$ cat src/sv/mpr_pkg.sv
// mpr_pkg: shared constants, types and register codes for the mask pyramid reducer.
// Used by every module of the block; no dependencies of its own.
package mpr_pkg;

  // sizing of the line buffer and the datapath
  localparam int MAX_WIDTH   = 1024;
  localparam int SAMPLE_BITS = 16;
  localparam int HALF_SLOTS  = MAX_WIDTH / 2;
  localparam int COL_W       = $clog2(MAX_WIDTH);
  localparam int SLOT_W      = $clog2(HALF_SLOTS);
  localparam int ROW_W       = 16;
  localparam int WIDTH_REG_W = 11;
  localparam int CFG_DATA_W  = 16;
  localparam int MAG_W       = SAMPLE_BITS;
  localparam int PAIR_W      = SAMPLE_BITS + 1;
  localparam int ROW_SUM_W   = SAMPLE_BITS + 2;
  localparam int SUM_W       = 19;

  // configuration register indexes
  localparam logic [0:0] REG_FULL_WIDTH  = 1'b0;
  localparam logic [0:0] REG_FULL_HEIGHT = 1'b1;

  // register reset values
  localparam logic [WIDTH_REG_W-1:0] WIDTH_RESET  = WIDTH_REG_W'(1024);
  localparam logic [ROW_W-1:0]       HEIGHT_RESET = ROW_W'(1024);

  // per-request control carried from the input register to the accumulate stage
  typedef struct packed {
    logic              active;     // inside the even-sized part of the frame
    logic              odd_col;
    logic              odd_row;
    logic              first_col;
    logic              first_row;
    logic              last;       // final half pixel of the frame
    logic [SLOT_W-1:0] slot;       // half column
  } stage_ctrl_t;

endpackage

$ cat src/sv/mpr_accum_stage.sv
// mpr_accum_stage: magnitude, row and column accumulation, and the result register.
// Writes the line buffer on odd columns. Depends on mpr_pkg.
module mpr_accum_stage (
  input  logic                              clk_i,
  input  logic                              rst_ni,
  input  logic                              s1_valid_i,
  input  logic [mpr_pkg::SAMPLE_BITS-1:0]   s1_sample_i,
  input  mpr_pkg::stage_ctrl_t              s1_ctrl_i,
  output logic                              s1_advance_o,
  input  logic [mpr_pkg::SUM_W-1:0]         rd_data_i,
  output logic                              wr_en_o,
  output logic [mpr_pkg::SLOT_W-1:0]        wr_slot_o,
  output logic [mpr_pkg::SUM_W-1:0]         wr_data_o,
  output logic                              result_valid_o,
  input  logic                              result_ready_i,
  output logic [mpr_pkg::SUM_W-1:0]         reduced_value_o,
  output logic                              last_of_frame_o
);

  logic [mpr_pkg::MAG_W-1:0]     left_q;
  logic [mpr_pkg::PAIR_W-1:0]    pair_q;
  logic                          out_valid_q;
  logic [mpr_pkg::SUM_W-1:0]     out_value_q;
  logic                          out_last_q;

  logic [mpr_pkg::MAG_W-1:0]     mag;
  logic [mpr_pkg::ROW_SUM_W-1:0] row_sum;
  logic [mpr_pkg::SUM_W-1:0]     col_base;
  logic [mpr_pkg::SUM_W-1:0]     total;
  logic                          produce;
  logic                          out_free;
  logic                          fire;

  // absolute value; the most negative code maps to its unsigned magnitude
  assign mag = s1_sample_i[mpr_pkg::SAMPLE_BITS-1] ? (mpr_pkg::MAG_W'(0) - s1_sample_i)
                                                   : s1_sample_i;

  assign row_sum  = mpr_pkg::ROW_SUM_W'(pair_q) + mpr_pkg::ROW_SUM_W'(mag);
  assign col_base = s1_ctrl_i.first_row ? '0 : rd_data_i;
  assign total    = rd_data_i + mpr_pkg::SUM_W'(row_sum);

  // handshake with the result register
  assign produce      = s1_ctrl_i.active && s1_ctrl_i.odd_col && s1_ctrl_i.odd_row;
  assign out_free     = !out_valid_q || result_ready_i;
  assign s1_advance_o = s1_valid_i && (!produce || out_free);
  assign fire         = s1_advance_o && s1_ctrl_i.active;

  // odd column: even rows accumulate, odd rows store the overlap row
  assign wr_en_o   = fire && s1_ctrl_i.odd_col;
  assign wr_slot_o = s1_ctrl_i.slot;
  assign wr_data_o = s1_ctrl_i.odd_row ? mpr_pkg::SUM_W'(row_sum)
                                       : col_base + mpr_pkg::SUM_W'(row_sum);

  // horizontal overlap state
  always_ff @(posedge clk_i or negedge rst_ni) begin
    if (!rst_ni) begin
      left_q <= '0;
      pair_q <= '0;
    end else if (fire) begin
      if (s1_ctrl_i.odd_col) begin
        left_q <= mag;
      end else begin
        pair_q <= (s1_ctrl_i.first_col ? mpr_pkg::PAIR_W'(0) : mpr_pkg::PAIR_W'(left_q)) +
                  mpr_pkg::PAIR_W'(mag);
      end
    end
  end

  // result register valid
  always_ff @(posedge clk_i or negedge rst_ni) begin
    if (!rst_ni) begin
      out_valid_q <= 1'b0;
    end else if (out_free) begin
      out_valid_q <= s1_advance_o && produce;
    end
  end

  // result register payload
  always_ff @(posedge clk_i) begin
    if (s1_advance_o && produce) begin
      out_value_q <= total;
      out_last_q  <= s1_ctrl_i.last;
    end
  end

  assign result_valid_o  = out_valid_q;
  assign reduced_value_o = out_value_q;
  assign last_of_frame_o = out_last_q;

endmodule

$ cat config.mk
export PLATFORM = sky130hd
export DESIGN_NAME = mpr_accum_stage
export DESIGN_NICKNAME = d
export VERILOG_FILES = /design/src/sv/mpr_pkg.sv /design/src/sv/mpr_accum_stage.sv
export SDC_FILE = /design/constraint.sdc
export NUM_CORES = 1
export LEC_CHECK = 0
export ABC_AREA = 1
export BUFFER_PORTS_ARGS = -buffer_cell sky130_fd_sc_hd__buf_2
export CORE_MARGIN = 8
export CORE_UTILIZATION = 39
export DETAILED_ROUTE_END_ITERATION = 10
export PLACE_DENSITY = 0.63
export SYNTH_ARGS = -nofsm -noshare
export SYNTH_HDL_FRONTEND = slang
export SYNTH_SLANG_ARGS = --single-unit
$ cat constraint.sdc
create_clock -name clk_i -period 3.4 [get_ports clk_i]
set_clock_uncertainty 0.1 [all_clocks]
set_input_delay 0.17 -clock clk_i [delete_from_list [all_inputs] [get_ports clk_i]]
set_output_delay 0.17 -clock clk_i [all_outputs]
set_load 0.02 [all_outputs]
==> flow_metrics.py <==
metrics = {
    "status": {
        "outcome": "finished, violations left",
        "violations": "negative setup slack",
    },
    "die": {
        "core_area_mm2": 0.0158,
        "die_x_um": 143,
        "io_pins": 105,
        "die_h_um": 143,
        "initial_utilization": 0.396,
        "die-area_mm2": 0.0203,
        "num_rows": 46,
    },
    "clock_network": {
        "clock-root-buffer": "clkbuf_16",
        "clk_latency_ns": 0.31,
        "cts_buffers": 5,
        "cts_sinks": 54,
        "cts_max_level": 2,
        "path_clk_slew_ns": 0.08,
        "clock_path_buffers": 2,
        "cts_tree": "done",
    },
    "critical_path": {
        "cp_common_cell": "nand2_4",
        "critical_path_arrival_ns": 3.62,
        "path_delay_family": "simple AND/OR/NAND/NOR gates",
        "max_stage_delay_ns": 0.35,
        "crit_path_start": "s1_sample_i[0]",
        "path_class": "in -> out",
        "crit_buf_inv": 7,
        "start_kind": "input port",
        "critPathRequiredTime_ns": 3.13,
        "crit_fanout": 4,
        "end_kind": "output port",
        "slowest_stage": "ha_1",
        "r2r-start": "pair_q[3]",
        "r2r_slack_ns": -0.08,
    },
    "sta": {
        "fin_crit_sh": 1.14,
        "fin_crit_ns": 3.89,
        "fmax_mhz": 257,
        "rsz0062_at_grt": "yes",
        "setup_viol": 20,
        "maxSlewHeadroom": 0.489,
        "final_hold_viol_count": 0,
        "worst_slack_ns": -0.491,
        "setup_tns_ns": -5.66,
        "slew_viol_final": 0,
        "worst_pin_slew_ns": 0.766,
    },
    "placement": {
        "portBuffers": 86,
        "routabilityCongestion": 0.881,
        "dpl.cell_count": 1380,
        "dp_hpwl_um": 14400,
        "dp_slack_ns": -1.06,
    },
    "global_routing": {
        "grt_pass1_vias": 6744,
        "overflow": 0,
        "track_usage": 0.185,
        "grt_pass1_wl_um": 30700,
        "grt_max_degree": 35,
        "antenna_found_initial": 0,
    },
    "yosys": {
        "synth_warnings": 0,
        "ys_ff_latch": 54,
        "syn_avg_cell_area_um2": 6.76,
        "synth_seq_area_share": 0.232,
        "ys_types": 42,
        "synthArstFlopShare": 0.630,
        "synth_edf_count": 20,
        "ys.flop_type": "dfrtp_1",
        "synthCells": 925,
        "syn_area_mm2": 0.00625,
        "synth_nets": 1054,
    },
    "flow_run": {
        "cap_violations": 0,
    },
    "min_path": {
        "hold_class": "in -> reg",
        "hold_start": "rd_data_i[0]",
    },
    "drt": {
        "via_count": 7034,
        "drt_wl_total_um": 20000,
        "ant_nets": 0,
        "wl_per_cell_um": 13.8,
        "vias_per_cell": 4.86,
        "drc": 0,
        "drt_first_pass_iters": 5,
        "first_iter_violations": 231,
    },
    "power_and_ir_drop": {
        "leakage_nw": 5.29,
        "ir_worst_vdd_mv": 0.451,
        "power_density_mw_per_mm2": 883,
        "power_mw": 9.42,
    },
    "finish": {
        "areaGrowthSynthToFinish_pct": 70.7,
        "final_nets": 1360,
        "antennaDiodeCount": 0,
        "fin_cells": 1448,
        "drive_gt1_frac": 0.488,
    },
}
==> registers in the layout, indices dropped and copies added (netlist names) <==
name / cells
left_q: 16
last_of_frame_o: 1
pair_q: 17
result_valid_o: 1
reduced_value_o: 19
==> cells in the mapped netlist, types with 5 or more instances <==
library cell	number	area share
a21oi_1	53	0.042
a31oi_1	10	0.010
buf_4	9	0.011
clkbuf_1	8	0.0048
dfrtp_1	34	0.14
edfxtp_1	20	0.096
ha_1	71	0.14
inv_1	125	0.075
nand2_1	255	0.15
nand2_2	14	0.014
nand3_1	58	0.046
nand3_2	8	0.013
nand4_1	9	0.0090
nor2_1	72	0.043
nor3_1	8	0.0064
o21ai_0	51	0.041
o21ai_1	10	0.0080
or2_2	5	0.0050
xnor2_1	19	0.027
xor2_1	39	0.055
==> where the power goes <==
| part | internal [mW] | switching, mW |
|---|---|---|
| sequential | 0.903 | 0.0713 |
| combinational | 3.87 | 3.99 |
| clock | 0.320 | 0.266 |
| total | 5.10 | 4.32 |
==> cell usage in the layout, fill, tap and decap left out, drive strengths merged, types with 5 or more instances in the layout <==
cell type and n:
buf 318, nand2 271, inv 130, nor2 73, ha 71, nand3 66, o21ai 61, a21oi 54
xor2 39, dfrtp 34, edfxtp 20, xnor2 19, nand4 10, a31oi 10, nor3 10, clkbuf 7
or2 5
==> timing repair <==
action | in CTS | in global routing
pin swaps | 113 | 57
buffers inserted | 40 | 21
gates cloned | 0 | 0
hold buffers | 3 | 0
setup endpoints to repair | 24 | 25
resized for setup | 210 | 124
hold endpoints to repair | 36 | 0
==> per-layer routing <==
| layer | up-vias | share of wire | GRT usage |
|---|---|---|---|
| met5 | - | 0 | 0 |
| met4 | 0 | 0.031 | 0.0749 |
| met3 | 40 | 0.039 | 0.0242 |
| met2 | 169 | 0.51 | 0.331 |
| met1 | 3202 | 0.42 | 0.219 |
| li1 | 3623 | - | - |
==> worst paths after layout <==
kind | end | depth (start not counted)
worst max-delay path | wr_data_o[18] | 31
worst min-delay path | reduced_value_o[0] | 2
worst max register to register | reduced_value_o[18] | 20
worst min register to register | pair_q[0] | 2
max in group asynchronous | pair_q[11] | 2
min in group asynchronous | left_q[15] | 2
==> final cells by class <==
type	count	area, um2
clock buffers	7	154
inverters	130	508
well taps	216	270
fillers	1255	5100
clock inverters	1	6.26
repair buffers	321	2390
multi-input cells	719	5880
flip-flops and latches	54	1450
==> cell families (layout without fill, tap and decap cells) <==
family	after synthesis	after routing	share of synthesized area
DFF	54	54	0.232
adders and majority gates	75	75	0.155
muxes	1	1	0.00180
AOI/OAI and AO/OA	141	141	0.122
xor gates and xnor gates	58	58	0.0813
buffers and inverters	152	459	0.0975
and+or+nand+nor	444	444	0.310
==> per-stage QoR <==
step / utilization / hold WS (ns) / instance area [um2]
after floorplan: - / -0.226 / 6500
after global placement: 0.533 / 0.187 / 8410
after detailed placement: 0.533 / 0.191 / 8410
after CTS: 0.629 / 0.0627 / 9920
after global routing: 0.677 / 0.0848 / 10700
final: 0.677 / 0.0658 / 10700
Note: power is estimated with default switching activity, not from simulation.
