**src/sv/mpr_pkg.sv**
```systemverilog
// mpr_pkg: shared constants, types and register codes for the mask pyramid reducer.
// Used by every module of the block; no dependencies of its own.
package mpr_pkg;

  // sizing of the line buffer and the datapath
  localparam int MAX_WIDTH   = 1024;
  localparam int SAMPLE_BITS = 16;
  localparam int HALF_SLOTS  = MAX_WIDTH / 2;
  localparam int COL_W       = $clog2(MAX_WIDTH);
  localparam int SLOT_W      = $clog2(HALF_SLOTS);
  localparam int ROW_W       = 16;
  localparam int WIDTH_REG_W = 11;
  localparam int CFG_DATA_W  = 16;
  localparam int MAG_W       = SAMPLE_BITS;
  localparam int PAIR_W      = SAMPLE_BITS + 1;
  localparam int ROW_SUM_W   = SAMPLE_BITS + 2;
  localparam int SUM_W       = 19;

  // configuration register indexes
  localparam logic [0:0] REG_FULL_WIDTH  = 1'b0;
  localparam logic [0:0] REG_FULL_HEIGHT = 1'b1;

  // register reset values
  localparam logic [WIDTH_REG_W-1:0] WIDTH_RESET  = WIDTH_REG_W'(1024);
  localparam logic [ROW_W-1:0]       HEIGHT_RESET = ROW_W'(1024);

  // per-request control carried from the input register to the accumulate stage
  typedef struct packed {
    logic              active;     // inside the even-sized part of the frame
    logic              odd_col;
    logic              odd_row;
    logic              first_col;
    logic              first_row;
    logic              last;       // final half pixel of the frame
    logic [SLOT_W-1:0] slot;       // half column
  } stage_ctrl_t;

endpackage

```
**src/sv/mpr_input_stage.sv**
```systemverilog
// mpr_input_stage: configuration registers, raster position counters and input register.
// Issues the line buffer read for each even column. Depends on mpr_pkg.
module mpr_input_stage (
  input  logic                              clk_i,
  input  logic                              rst_ni,
  input  logic                              cfg_we_i,
  input  logic [0:0]                        cfg_index_i,
  input  logic [mpr_pkg::CFG_DATA_W-1:0]    cfg_data_i,
  input  logic                              sample_valid_i,
  output logic                              sample_ready_o,
  input  logic signed [mpr_pkg::SAMPLE_BITS-1:0] sample_i,
  input  logic                              s1_advance_i,
  output logic                              s1_valid_o,
  output logic [mpr_pkg::SAMPLE_BITS-1:0]   s1_sample_o,
  output mpr_pkg::stage_ctrl_t              s1_ctrl_o,
  output logic                              rd_en_o,
  output logic [mpr_pkg::SLOT_W-1:0]        rd_slot_o
);

  logic [mpr_pkg::WIDTH_REG_W-1:0] width_q;
  logic [mpr_pkg::ROW_W-1:0]       height_q;
  logic [mpr_pkg::COL_W-1:0]       col_q, col_d;
  logic [mpr_pkg::ROW_W-1:0]       row_q, row_d;
  logic                            s1_valid_q;
  logic [mpr_pkg::SAMPLE_BITS-1:0] s1_sample_q;
  mpr_pkg::stage_ctrl_t            s1_ctrl_q, ctrl_d;

  logic [mpr_pkg::WIDTH_REG_W-1:0] eff_w;
  logic [mpr_pkg::ROW_W-1:0]       eff_h;
  logic [mpr_pkg::COL_W-1:0]       half_w;
  logic [mpr_pkg::ROW_W-2:0]       half_h;
  logic [mpr_pkg::ROW_W-2:0]       half_row;
  logic [mpr_pkg::SLOT_W-1:0]      slot;
  logic                            accept;
  logic                            col_wrap;
  logic                            row_wrap;

  // effective frame size, clamped to the supported range
  always_comb begin
    if (width_q < mpr_pkg::WIDTH_REG_W'(2)) begin
      eff_w = mpr_pkg::WIDTH_REG_W'(2);
    end else if (width_q > mpr_pkg::WIDTH_REG_W'(mpr_pkg::MAX_WIDTH)) begin
      eff_w = mpr_pkg::WIDTH_REG_W'(mpr_pkg::MAX_WIDTH);
    end else begin
      eff_w = width_q;
    end
    eff_h = (height_q < mpr_pkg::ROW_W'(2)) ? mpr_pkg::ROW_W'(2) : height_q;
  end

  assign half_w   = eff_w[mpr_pkg::WIDTH_REG_W-1:1];
  assign half_h   = eff_h[mpr_pkg::ROW_W-1:1];
  assign slot     = col_q[mpr_pkg::COL_W-1:1];
  assign half_row = row_q[mpr_pkg::ROW_W-1:1];

  assign sample_ready_o = !s1_valid_q || s1_advance_i;
  assign accept         = sample_valid_i && sample_ready_o;

  // classify the current position
  always_comb begin
    ctrl_d.active    = (mpr_pkg::COL_W'(slot) < half_w) && (half_row < half_h);
    ctrl_d.odd_col   = col_q[0];
    ctrl_d.odd_row   = row_q[0];
    ctrl_d.first_col = (col_q == '0);
    ctrl_d.first_row = (row_q == '0);
    ctrl_d.last      = (half_row == half_h - 1'b1) &&
                       (mpr_pkg::COL_W'(slot) == half_w - 1'b1);
    ctrl_d.slot      = slot;
  end

  // raster position advance
  assign col_wrap = ({1'b0, col_q} + 1'b1) >= eff_w;
  assign row_wrap = ({1'b0, row_q} + 1'b1) >= {1'b0, eff_h};

  always_comb begin
    col_d = col_q;
    row_d = row_q;
    if (accept) begin
      if (col_wrap) begin
        col_d = '0;
        row_d = row_wrap ? '0 : row_q + 1'b1;
      end else begin
        col_d = col_q + 1'b1;
      end
    end
  end

  // configuration writes restart the frame
  always_ff @(posedge clk_i or negedge rst_ni) begin
    if (!rst_ni) begin
      width_q  <= mpr_pkg::WIDTH_RESET;
      height_q <= mpr_pkg::HEIGHT_RESET;
      col_q    <= '0;
      row_q    <= '0;
    end else if (cfg_we_i) begin
      unique case (cfg_index_i)
        mpr_pkg::REG_FULL_WIDTH:  width_q  <= cfg_data_i[mpr_pkg::WIDTH_REG_W-1:0];
        mpr_pkg::REG_FULL_HEIGHT: height_q <= cfg_data_i[mpr_pkg::ROW_W-1:0];
        default: ;
      endcase
      col_q <= '0;
      row_q <= '0;
    end else begin
      col_q <= col_d;
      row_q <= row_d;
    end
  end

  // input register valid
  always_ff @(posedge clk_i or negedge rst_ni) begin
    if (!rst_ni) begin
      s1_valid_q <= 1'b0;
    end else if (accept) begin
      s1_valid_q <= 1'b1;
    end else if (s1_advance_i) begin
      s1_valid_q <= 1'b0;
    end
  end

  // input register payload
  always_ff @(posedge clk_i) begin
    if (accept) begin
      s1_sample_q <= sample_i;
      s1_ctrl_q   <= ctrl_d;
    end
  end

  // even column fetches the pending half-column sum
  assign rd_en_o   = accept && ctrl_d.active && !ctrl_d.odd_col;
  assign rd_slot_o = slot;

  assign s1_valid_o  = s1_valid_q;
  assign s1_sample_o = s1_sample_q;
  assign s1_ctrl_o   = s1_ctrl_q;

endmodule

```
**config.mk**
```make
export PLATFORM = sky130hd
export DESIGN_NAME = mpr_input_stage
export DESIGN_NICKNAME = d
export VERILOG_FILES = /design/src/sv/mpr_pkg.sv /design/src/sv/mpr_input_stage.sv
export SDC_FILE = /design/constraint.sdc
export NUM_CORES = 1
export LEC_CHECK = 0
export BUFFER_PORTS_ARGS = -buffer_cell sky130_fd_sc_hd__buf_2
export CAP_MARGIN = 10
export CORE_MARGIN = 8
export CORE_UTILIZATION = 40
export DETAILED_ROUTE_END_ITERATION = 8
export SYNTH_ARGS = -nofsm -noshare
export SYNTH_HDL_FRONTEND = slang
export SYNTH_SLANG_ARGS = --single-unit
```
**constraint.sdc**
```tcl
create_clock -name clk_i -period 5.3 [get_ports clk_i]
set_clock_uncertainty 0.15 [all_clocks]
set_input_delay 0.795 -clock clk_i [delete_from_list [all_inputs] [get_ports clk_i]]
set_output_delay 0.795 -clock clk_i [all_outputs]
set_load 0.02 [all_outputs]
```
==> results.md <==
* Initial antenna violation count at 0
* Async SR Flop Fraction at a little under two thirds
* Final hold viol count at 0
* Setup_tns at 0 ps
* Period utilization at between 80% and 90%
* Post-synth top area share at 21.5%
* Clk pwr share at 32.1%
* Mapped Cells at 617
* Internal power at roughly 1.3 mW
* Initial Util at 40.4%
* First-pass DRT Iterations at 5
* Root Driver: clkbuf_16
* Synth Area in Compound Gates at between 10% and 20%
* Final antenna diode count at 0
* Worst endpoint required time at 4360 ps
* Core outline area at 15000 µm²
* Crit-path slowest cell: nor4_1
* Mux cell area share after synthesis at 5.36%
* DIE AREA at 19300 µm²
* Clock Sinks at 85
* #FFs+latches synth at 85
* Number of global-route vias before repair at 4927
* Critical path, cell by cell: nor4_1, nand4_1, nor4_1, nor2_1, inv_1, ha_1, nor2b_1, o21a_1, o21a_1, o211ai_1, a21oi_1, nor4_1, buf_2
* Gpl congestion at 0.871
* Clock Tree Buf Depth at 2
* Count leader, synth: ha_1
* Hold Crit Class: reg2reg
* Syn Std Cell Area at 6050 µm²
* Average size of a mapped cell at 9.81 µm²
* WL/cell at 19.0 µm
* Post-synth EDFFs at 31
* Main area contributors after synthesis: dfrtp_1 (22%), edfxtp_1 (15%), ha_1 (12%)
* Multi-input combinational cell area at approximately 3400 µm²
* Main flop type after synthesis: dfrtp_1
* Final hold slack at 384 ps
* Synth area leader: dfrtp_1
* H-tree depth at 3
* Layout cell share with drive strength beyond 1 at 21.4%
* Routed Antenna Nets at 0
* Grt ovf at 0
* Clk pin slew, worst setup/hold paths at 60 ps
* CP Class: reg2out
* Vias at 4966
* IO Pins at 81
* First-pass GRT wire length at between 20000 and 30000 µm
* Syn_nets at 712
* Area growth syn-to-layout at 12.1%
* Chip Height at 139 µm
* CP Buf/Inv Count at 2
* CTS tree: yes
* Yosys warns at 0
* # fillers at 1436
* Worst path most repeated cell: nor4_1
* Avg Vias per Cell at 5.80
* Largest family of logic cells by synthesized area: simple AND/OR/NAND/NOR gates
* Crit-path max FO at 7
* Final setup fails at 0
* Clock period minus worst slack at between 4000 and 5000 ps
* Rows at 45
* F_max at 214 MHz
* Residual DRC count at 0
* CP peak stage delay at 510 ps
* Slew headroom at between 30% and 40%
* Post-Synth Adder-Cell Area at 11.8%
* Final net count at between 700 and 800
* CTS buffer count at 9
* RSZ-0062 raised after global routing: no
* Post-CTS Setup Inserts at 0
* Slew Limit Fails at 0
* Placed instance count at 840
* Setup WS pre-CTS at 1140 ps
* Worst-margin pin slew at 1000 ps
* Synth Area in XOR/XNOR at between 6 and 7%
* Largest net degree at the start of global routing at 55
* Worst setup EP type: output port
* NetSw at 0.638 mW
* Critical Path AT at roughly 3700 ps
* # hold bufs at CTS at 0
* Final setup margin at 624 ps
* Netlist cell types at 66
* CP top delay family: simple AND/OR/NAND/NOR gates
* Pleak at 2.96 nW
* Pwr dens at between 200 and 300 nW/µm²
* Register area share after synthesis at 37.8%
* Max Cap Violations at 0
* Seq. cell area at 2280 µm²
* Reg2Reg Setup Slack at 1160 ps
* Tot GR Track Use at between 10% and 20%
* Clock Latency Late Sink at 350 ps
* Outcome: complete, no violations
* Post-Layout Cell Count at approximately 860
* PostCTS Resize Cnt at 0
* Die width at 139 µm
* Routed WL at 16300 µm
* Synth Area in Simple Gates at 17.8%
* Initial drt markers at 379
* Synth cell count leaders: ha_1 (57), dfrtp_1 (52), nand2_1 (45), edfxtp_1 (31), inv_1 (29)
* Post-DP HPWL at between 10000 and 15000 µm
* Port Buffers at 80
* Logic pwr share at 25.1%
* Switching portion of total power at 32.6%
* VDD IR max at 0.000149 V
* Register share of total power at 42.8%
* Setup crit start kind: flop
kinds of logic after synthesis:
kind of cell / count (synthesis)
and+or+nand+nor: 202
xor gates and xnor gates: 42
buffers and inverters: 79
adders and majority gates: 57
DFF: 85
muxes: 29
AOI/OAI and AO/OA: 123
stage by stage:
stage	power, mW	instance area, µm²	util, %
after global routing	2.07	6780	45.3
after CTS	1.97	6780	45.3
after floorplan	1.19	6050	-
final	1.96	6780	45.3
after detailed placement	1.34	6490	43.3
after global placement	1.33	6490	43.3
sequential cells by signal, summed over array words and instances (netlist names):
signal / flops
col_q: 10
height_q: 16
row_q: 16
s1_ctrl_o: 15
s1_sample_o: 16
s1_valid_o: 1
width_q: 11
path summary, 6_finish.rpt:
kind	endpoint	cells past startpoint	from
min	s1_valid_o	2	s1_valid_o
max in group asynchronous	width_q[2]	2	rst_ni
min in group asynchronous	col_q[4]	2	rst_ni
min reg2reg	s1_valid_o	2	s1_valid_o
max reg2reg	row_q[0]	12	row_q[2]
max	rd_en_o	13	height_q[14]
layout make-up:
class / count / share of cell area [%]
inverter: 29 / 1.61
clock buffer: 10 / 3.38
sequential: 85 / 33.7
tap: 188 / 3.47
clock inverter: 6 / 0.941
timing repair buffer: 85 / 6.46
multi-input combinational: 453 / 50.5
tightest hold or removal path: stages (launching register included):
cell and delay (ps):
dfrtp_1 340, nand2b_1 80, nand2b_1 70
layout by cell type, fill, tap and decap left out, types with 3 or more instances in the layout:
cell and instances:
buf_2 80, ha_1 57, dfrtp_1 52, nand2_1 45, edfxtp_1 31, inv_1 29, nand3_1 28, nor2_1 27
mux2_2 27, xnor2_1 24, a21oi_1 20, xor2_1 18, nor3_1 18, o21ai_0 18, nand4_1 18, nor4_1 16
nand2b_1 12, a22o_1 10, nor2b_1 9, clkbuf_16 9, o31ai_1 8, o21a_1 7, o211ai_1 7, a21o_1 6
o221ai_1 6, nor3b_1 5, a211oi_1 5, buf_4 5, or2_2 4, and4_1 4, a221o_1 4, nand3b_1 3
o2111ai_1 3
routing by layer:
layer	global-route usage, %	vias to the layer above	share of wire, %	wire length [µm]
met1	22.2	2376	47	7590
met2	27.0	175	45	7410
met3	4.41	28	5.9	958
li1	-	2387	-	-
met4	5.95	0	2.1	334
met5	0	-	0	0
power by group through the flow:
stage / clock (mW) / combinational, mW / sequential (mW)
2_1_floorplan: 0 / 0.368 / 0.817
3_3_place_gp: 0 / 0.482 / 0.848
3_5_place_dp: 0 / 0.488 / 0.850
4_1_cts: 0.643 / 0.493 / 0.837
5_1_grt: 0.674 / 0.551 / 0.847
6_report: 0.629 / 0.491 / 0.837
Power figures use the tool's default switching activity.
